File: src/hdl/pmrd_pkg.sv
// ----------------------------------------------------------------------------
// pmrd_pkg
// Shared constants, access codes and controller/datapath signal groups for
// the port-mapped RAM disk.
// ----------------------------------------------------------------------------
package pmrd_pkg;

    localparam int STORE_DEPTH = 65536;
    localparam int ADDR_W      = $clog2(STORE_DEPTH);
    localparam int POS_W       = 24;
    localparam int EXT_W       = POS_W + 1;
    localparam int SIZE_W      = 17;
    localparam int FUNC_W      = 4;
    localparam int BYTE_W      = 8;
    localparam int CFG_IDX_W   = 1;

    localparam logic [FUNC_W-1:0] FN_RD_CTL   = 4'd0;
    localparam logic [FUNC_W-1:0] FN_WR_CTL   = 4'd1;
    localparam logic [FUNC_W-1:0] FN_RD_DATA  = 4'd2;
    localparam logic [FUNC_W-1:0] FN_WR_DATA  = 4'd3;
    localparam logic [FUNC_W-1:0] FN_RD_ADDR0 = 4'd4;
    localparam logic [FUNC_W-1:0] FN_RD_ADDR1 = 4'd5;
    localparam logic [FUNC_W-1:0] FN_RD_ADDR2 = 4'd6;
    localparam logic [FUNC_W-1:0] FN_WR_ADDR0 = 4'd7;
    localparam logic [FUNC_W-1:0] FN_WR_ADDR1 = 4'd8;
    localparam logic [FUNC_W-1:0] FN_WR_ADDR2 = 4'd9;
    localparam logic [FUNC_W-1:0] FN_WR_SEQ   = 4'd10;
    localparam logic [FUNC_W-1:0] FN_INC      = 4'd11;

    localparam logic [CFG_IDX_W-1:0] CFG_READ_ONLY = 1'd0;
    localparam logic [CFG_IDX_W-1:0] CFG_DISK_SIZE = 1'd1;

    localparam logic [1:0] SEL_BYTE0 = 2'd0;
    localparam logic [1:0] SEL_BYTE1 = 2'd1;
    localparam logic [1:0] SEL_BYTE2 = 2'd2;

    typedef struct packed {
        logic accept;
        logic load_imm;
        logic load_mem;
    } dp_cmd_t;

    typedef struct packed {
        logic mem_read;
    } dp_status_t;

endpackage

File: src/hdl/pmrd_ctrl.sv
// ----------------------------------------------------------------------------
// pmrd_ctrl
// Access sequencer: input/output handshakes and datapath load commands.
// ----------------------------------------------------------------------------
module pmrd_ctrl (
    input  logic                 aclk,
    input  logic                 aresetn,
    input  logic                 s_valid,
    output logic                 s_ready,
    output logic                 m_valid,
    input  logic                 m_ready,
    input  pmrd_pkg::dp_status_t status,
    output pmrd_pkg::dp_cmd_t    cmd
);
    import pmrd_pkg::*;

    typedef enum logic {
        ST_IDLE,
        ST_MEM
    } state_t;

    state_t state_reg, state_next;
    logic   m_valid_reg, m_valid_next;
    logic   accept;

    assign s_ready = (state_reg == ST_IDLE) && (!m_valid_reg || m_ready);
    assign accept  = s_valid && s_ready;
    assign m_valid = m_valid_reg;

    always_comb begin
        state_next   = state_reg;
        m_valid_next = m_valid_reg && !m_ready;
        cmd          = '0;
        cmd.accept   = accept;
        case (state_reg)
            ST_IDLE: begin
                if (accept) begin
                    if (status.mem_read) begin
                        state_next = ST_MEM;
                    end else begin
                        cmd.load_imm = 1'b1;
                        m_valid_next = 1'b1;
                    end
                end
            end
            ST_MEM: begin
                cmd.load_mem = 1'b1;
                m_valid_next = 1'b1;
                state_next   = ST_IDLE;
            end
            default: begin
                state_next = ST_IDLE;
            end
        endcase
    end

    always_ff @(posedge aclk) begin
        if (!aresetn) begin
            state_reg   <= ST_IDLE;
            m_valid_reg <= 1'b0;
        end else begin
            state_reg   <= state_next;
            m_valid_reg <= m_valid_next;
        end
    end

endmodule

File: config.mk
export PLATFORM = sky130hd
export DESIGN_NAME = pmrd_ctrl
export DESIGN_NICKNAME = d
export VERILOG_FILES = /design/src/hdl/pmrd_pkg.sv /design/src/hdl/pmrd_ctrl.sv
export SDC_FILE = /design/constraint.sdc
export NUM_CORES = 1
export LEC_CHECK = 0
export ABC_CLOCK_PERIOD_IN_PS = 900
export BUFFER_PORTS_ARGS = -buffer_cell sky130_fd_sc_hd__clkbuf_2
export CAP_MARGIN = 30
export CORE_AREA = 3 3 40 42
export DETAILED_ROUTE_END_ITERATION = 12
export DIE_AREA = 0 0 43 45
export PLACE_DENSITY = 0.3
export SYNTH_ARGS = -nofsm -noshare
export SYNTH_HDL_FRONTEND = slang
export SYNTH_SLANG_ARGS = --single-unit
File: constraint.sdc
create_clock -name aclk -period 0.9 [get_ports aclk]
set_input_delay 0.18 -clock aclk [delete_from_list [all_inputs] [get_ports aclk]]
set_output_delay 0.18 -clock aclk [all_outputs]
set_load 0.005 [all_outputs]
Word-level counts from Yosys, hierarchy flattened

Index checks and enable logic that the tools add are counted.

Output and inout bits: 5
Flip-flop bits (word level): 2
Word-level logic and storage cells: 19
Input port bits: 5

Mux-type cells: 10
Bitwise operators: 1
Reduce and logical (&&, ||, !) cells: 6

Operators by type and width:

| kind                               | count |
|---|---|
| 1-bit 2-to-1 mux                   | 8 |
| 1-bit case mux with 2 select lines | 2 |
| 1-bit logical AND                  | 3 |
| 1-bit logical NOT                  | 2 |
| 1-bit logical OR                   | 1 |
| 1-bit inverter                     | 1 |

Logic depth before layout (Yosys ltp)

Word-level depth: 6
Gate-level depth with buffers: 3
Depth with buffers taken out: 2

Worst setup path after synthesis

OpenSTA, ideal clock, no wires.

Path kind: reg-to-output
Start: register m_valid_reg, in the netlist m_valid
End: output cmd[2] (netlist name)
Cell stages (with the launch flop): 4
Setup slack: 0.051 ns
Data required time: 0.720 ns
Buffers on the path: 1
Data arrival time: 0.669 ns
Path through: dfxtp_1 nor2b_4 nor2_1 buf_4

Word-level cells in the longest chain between the ends: 4

RTL lines:

| item                     | line            | text |
|---|---|---|
| start: declaration       | pmrd_ctrl.sv:23 | `logic m_valid_reg, m_valid_next;` |
| start signal: assignment | pmrd_ctrl.sv:63 | `m_valid_reg <= m_valid_next;` |
| 1-bit logical NOT        | pmrd_ctrl.sv:26 | `assign s_ready = (state_reg == ST_IDLE) && (!m_valid_reg \|\| m_ready);` |
| 1-bit logical OR         | pmrd_ctrl.sv:26 |  |
| 1-bit logical AND        | pmrd_ctrl.sv:26 |  |
| 1-bit logical AND        | pmrd_ctrl.sv:27 | `assign accept = s_valid && s_ready;` |
| end: declaration         | pmrd_ctrl.sv:13 | `output pmrd_pkg::dp_cmd_t cmd` |

Every way passes these cells.

==> load_flow_metrics.sql <==
INSERT INTO impl_metrics (metric_group, metric, value, unit) VALUES
('timing', 'crit_path_time_final', '1.105', 'ns'),
('route', 'postRouteWirelength', '373', 'um'),
('global_route', 'grt_remaining_overflow', '0', ''),
('die', 'pin_count', '10', ''),
('cells_and_area', 'layout-area-overhead-vs-synth', '110.3', '%'),
('worst_setup_path', 'worst_setup_path_startpoint', 'm_valid$_SDFF_PN0_', ''),
('worst_setup_path', 'crit_type', 'reg2out', ''),
('worst_setup_path', 'worstSetupStartpointType', 'flop', ''),
('timing', 'rsz0062_at_grt', 'true', ''),
('cells_and_area', 'finish.utilization', '19.86', '%'),
('cells_and_area', 'ff_latch_area', '42.54', 'um2'),
('timing', 'final.period_utilization', '122.7', '%'),
('route', 'average_wire_per_cell_in_the_routed_design', '8.674', 'um'),
('placed_design', 'buffer_ports.inserted', '9', ''),
('die', 'core', '0.001285', 'mm2'),
('worst_setup_path', 'r2r_setup_slack', '-0.02', 'ns'),
('die', 'floorplan.die_area', '0.001935', 'mm2'),
('die', 'die-width', '43', 'um'),
('route', 'antenna_left', '0', ''),
('timing', 'slew_of_the_pin_with_the_lowest_slew_margin', '0.1446', 'ns'),
('yosys', 'synth_top_area_share', '32.99', '%'),
('yosys', 'yosysTopAreaCell', 'sky130_fd_sc_hd__dfxtp_1', ''),
('timing', 'final-max-slew-violation-count', '0', ''),
('yosys', 'postSynthNetCount', '18', ''),
('yosys', 'ys_seq_area_share', '32.99', '%'),
('route', 'num_vias', '140', ''),
('clock_network', 'cts.path.max_buffers', '2', ''),
('die', 'rows', '13', ''),
('pwr', 'p_leak', '0.0001242', 'uW'),
('placed_design', 'gp_routability_congestion', '0.7676', ''),
('route', 'firstDrtPassIters', '1', ''),
('yosys', 'synth.avg_cell_area', '9.336', 'um2'),
('pwr', 'power-per-cell-area', '1511', 'mW/mm2'),
('clock_network', 'clock_latency', '0.23', 'ns'),
('die', 'vertical_die_dimension', '45', 'um'),
('timing', 'hold_violations', '0', ''),
('timing', 'setup_viol_count_final', '6', ''),
('die', 'initial_utilization', '9.445', '%'),
('global_route', 'first_global_vias', '137', ''),
('run_status', 'violations', 'negative setup slack', ''),
('yosys', 'synth_cells', '13', ''),
('cells_and_area', 'final_nets', '35', ''),
('worst_setup_path', 'rr_worst_depth', '3', ''),
('worst_setup_path', 'critical_path_required', '0.72', 'ns'),
('clock_network', 'cts-buffers-inserted', '3', ''),
('cells_and_area', 'nFillCells', '148', ''),
('route', 'routed_via_density', '3.256', ''),
('worst_setup_path', 'crit_path_end', 'cmd[1]', ''),
('cells_and_area', 'diodes', '0', ''),
('clock_network', 'cts_max_level', '1', ''),
('worst_setup_path', 'r2r-start', 'state_reg$_SDFF_PP0_', ''),
('timing', 'worst_slack', '-0.2046', 'ns'),
('worst_setup_path', 'reg2reg_end', 'm_valid$_SDFF_PN0_', ''),
('timing', 'achievable-frequency', '905.3', 'MHz'),
('clock_network', 'cts.clk_slew.worst_paths', '0.03', 'ns'),
('global_route', 'initial_antenna_violation_count', '0', ''),
('cells_and_area', 'multi_input_combinational_cell_area', '71.32', 'um2'),
('worst_setup_path', 'critical_path_peak_fanout', '4', ''),
('clock_network', 'cts.root.buffer_cell', 'sky130_fd_sc_hd__clkbuf_4', ''),
('yosys', 'synth.ff_latch_count', '2', ''),
('worst_setup_path', 'critical_path_arrival', '0.92', 'ns'),
('clock_network', 'numClockSinks', '2', ''),
('timing', 'final.setup_skew', '0.004457', 'ns'),
('timing', 'worst_slew_margin_rel', '90.29', '%'),
('global_route', 'grt_first_pass_wirelength', '579', 'um'),
('global_route', 'total_routing_resource_utilization_after_global_routing', '5.154', '%'),
('pwr', 'total_power', '385.7', 'uW'),
('cells_and_area', 'layout-drive-gt1-share', '82.14', '%'),
('yosys', 'synthTopCellsByArea', 'sky130_fd_sc_hd__dfxtp_1 33%, sky130_fd_sc_hd__buf_4 12%, sky130_fd_sc_hd__nand2b_4 11%, sky130_fd_sc_hd__nor2b_4 11%, sky130_fd_sc_hd__nor3_1 8.2%', ''),
('worst_hold_path', 'min_path_type', 'in2reg', ''),
('yosys', 'synth_area', '121.4', 'um2'),
('pwr', 'irDropWorstVdd', '0.3818', 'mV'),
('yosys', 'yosys_warnings', '0', ''),
('timing', 'timing.setup.tns', '-0.7204', 'ns'),
('yosys', 'ys_types', '9', ''),
('route', 'dr.first_iter.drc_count', '0', ''),
('clock_network', 'tritoncts', 'yes', ''),
('global_route', 'maximum_number_of_pins_on_one_net_before_global_route_repair', '5', ''),
('worst_setup_path', 'critical_path.endpoint_type', 'primary output', ''),
('flow_run', 'max_cap_violations', '0', ''),
('run_status', 'status', 'finished with violations', ''),
('route', 'drc', '0', '');
## metal layers
metal	routed length, um	global-route usage [%]	vias to the layer above
li1	-	-	71
met1	185	5.036	59
met2	118	5.090	10
met3	69	7.171	0
met4	0	3.614	0
met5	0	0	-
## cell type report
| type | count | share of cell area, % |
|---|---|---|
| multi-input combinational | 9 | 27.94 |
| tap | 15 | 7.353 |
| clock buffer | 3 | 8.824 |
| sequential | 2 | 16.67 |
| timing repair buffer | 14 | 39.22 |
## Yosys cell counts
cell type	n
sky130_fd_sc_hd__nor3_1	2
sky130_fd_sc_hd__o31a_1	1
sky130_fd_sc_hd__nor2b_4	1
sky130_fd_sc_hd__nor2_1	2
sky130_fd_sc_hd__dfxtp_1	2
sky130_fd_sc_hd__nand2_1	1
sky130_fd_sc_hd__nand2b_4	1
sky130_fd_sc_hd__nor2b_2	1
sky130_fd_sc_hd__buf_4	2
## where the power goes
group          total, uW  internal (uW)  leakage [uW]  switching, uW
registers           98.3           95.5     0.0000172           2.79
logic               82.7           51.4     0.0000932           31.3
clock network        205            148     0.0000138           57.0
## placed cells by master, fill, tap and decap left out, types with 2 or more instances in the layout
| master | synthesis | routed |
|---|---|---|
| sky130_fd_sc_hd__dfxtp_2 | 0 | 2 |
| sky130_fd_sc_hd__clkbuf_2 | 0 | 7 |
| sky130_fd_sc_hd__buf_4 | 2 | 2 |
| sky130_fd_sc_hd__buf_6 | 0 | 4 |
| sky130_fd_sc_hd__nor2_1 | 2 | 2 |
| sky130_fd_sc_hd__clkbuf_4 | 0 | 3 |
## worst min path at each step
stage	startpoint	end	cells past startpoint
5_1_grt	aresetn	m_valid$_SDFF_PN0_	2
4_1_cts	aresetn	m_valid$_SDFF_PN0_	2
6_report	aresetn	m_valid$_SDFF_PN0_	2
3_5_place_dp	aresetn	m_valid$_SDFF_PN0_	2
3_3_place_gp	aresetn	state_reg$_SDFF_PP0_	3
2_1_floorplan	status	state_reg$_SDFF_PP0_	2
## timing repair
| item | CTS | global route |
|---|---|---|
| pin swaps | 2 | 2 |
| hold buffers | 0 | 0 |
| resized for setup | 3 | 5 |
| cloned | 0 | 0 |
| endpoints found under the setup margin | 5 | 7 |
| buffers inserted | 1 | 2 |
## metrics by stage
step | worst slack, ns | hold WS (ns) | cells | cell area, um2
after global placement | -0.006944 | 0.4182 | 37 | 185.2
final | -0.2046 | 0.1758 | 43 | 255.2
after floorplan | 0.05073 | 0.2983 | 13 | 121.4
after CTS | -0.2250 | 0.1666 | 41 | 225.2
after detailed placement | -0.01096 | 0.4138 | 37 | 185.2
after global routing | -0.2590 | 0.1803 | 43 | 255.2
## worst max-delay path, stage by stage, from the launching register on
cell                      delay, ns
sky130_fd_sc_hd__dfxtp_2       0.31
sky130_fd_sc_hd__nor2b_4       0.13
sky130_fd_sc_hd__nor3_2        0.13
sky130_fd_sc_hd__buf_2         0.13
## logic make-up after synthesis
logic type      count (synthesis)  share of synthesized area, %
compound gates                  1                         7.218
simple gates                    8                         47.42
buf+inv                         2                         12.37
flops                           2                         32.99
(Power assumes the default switching activity.)
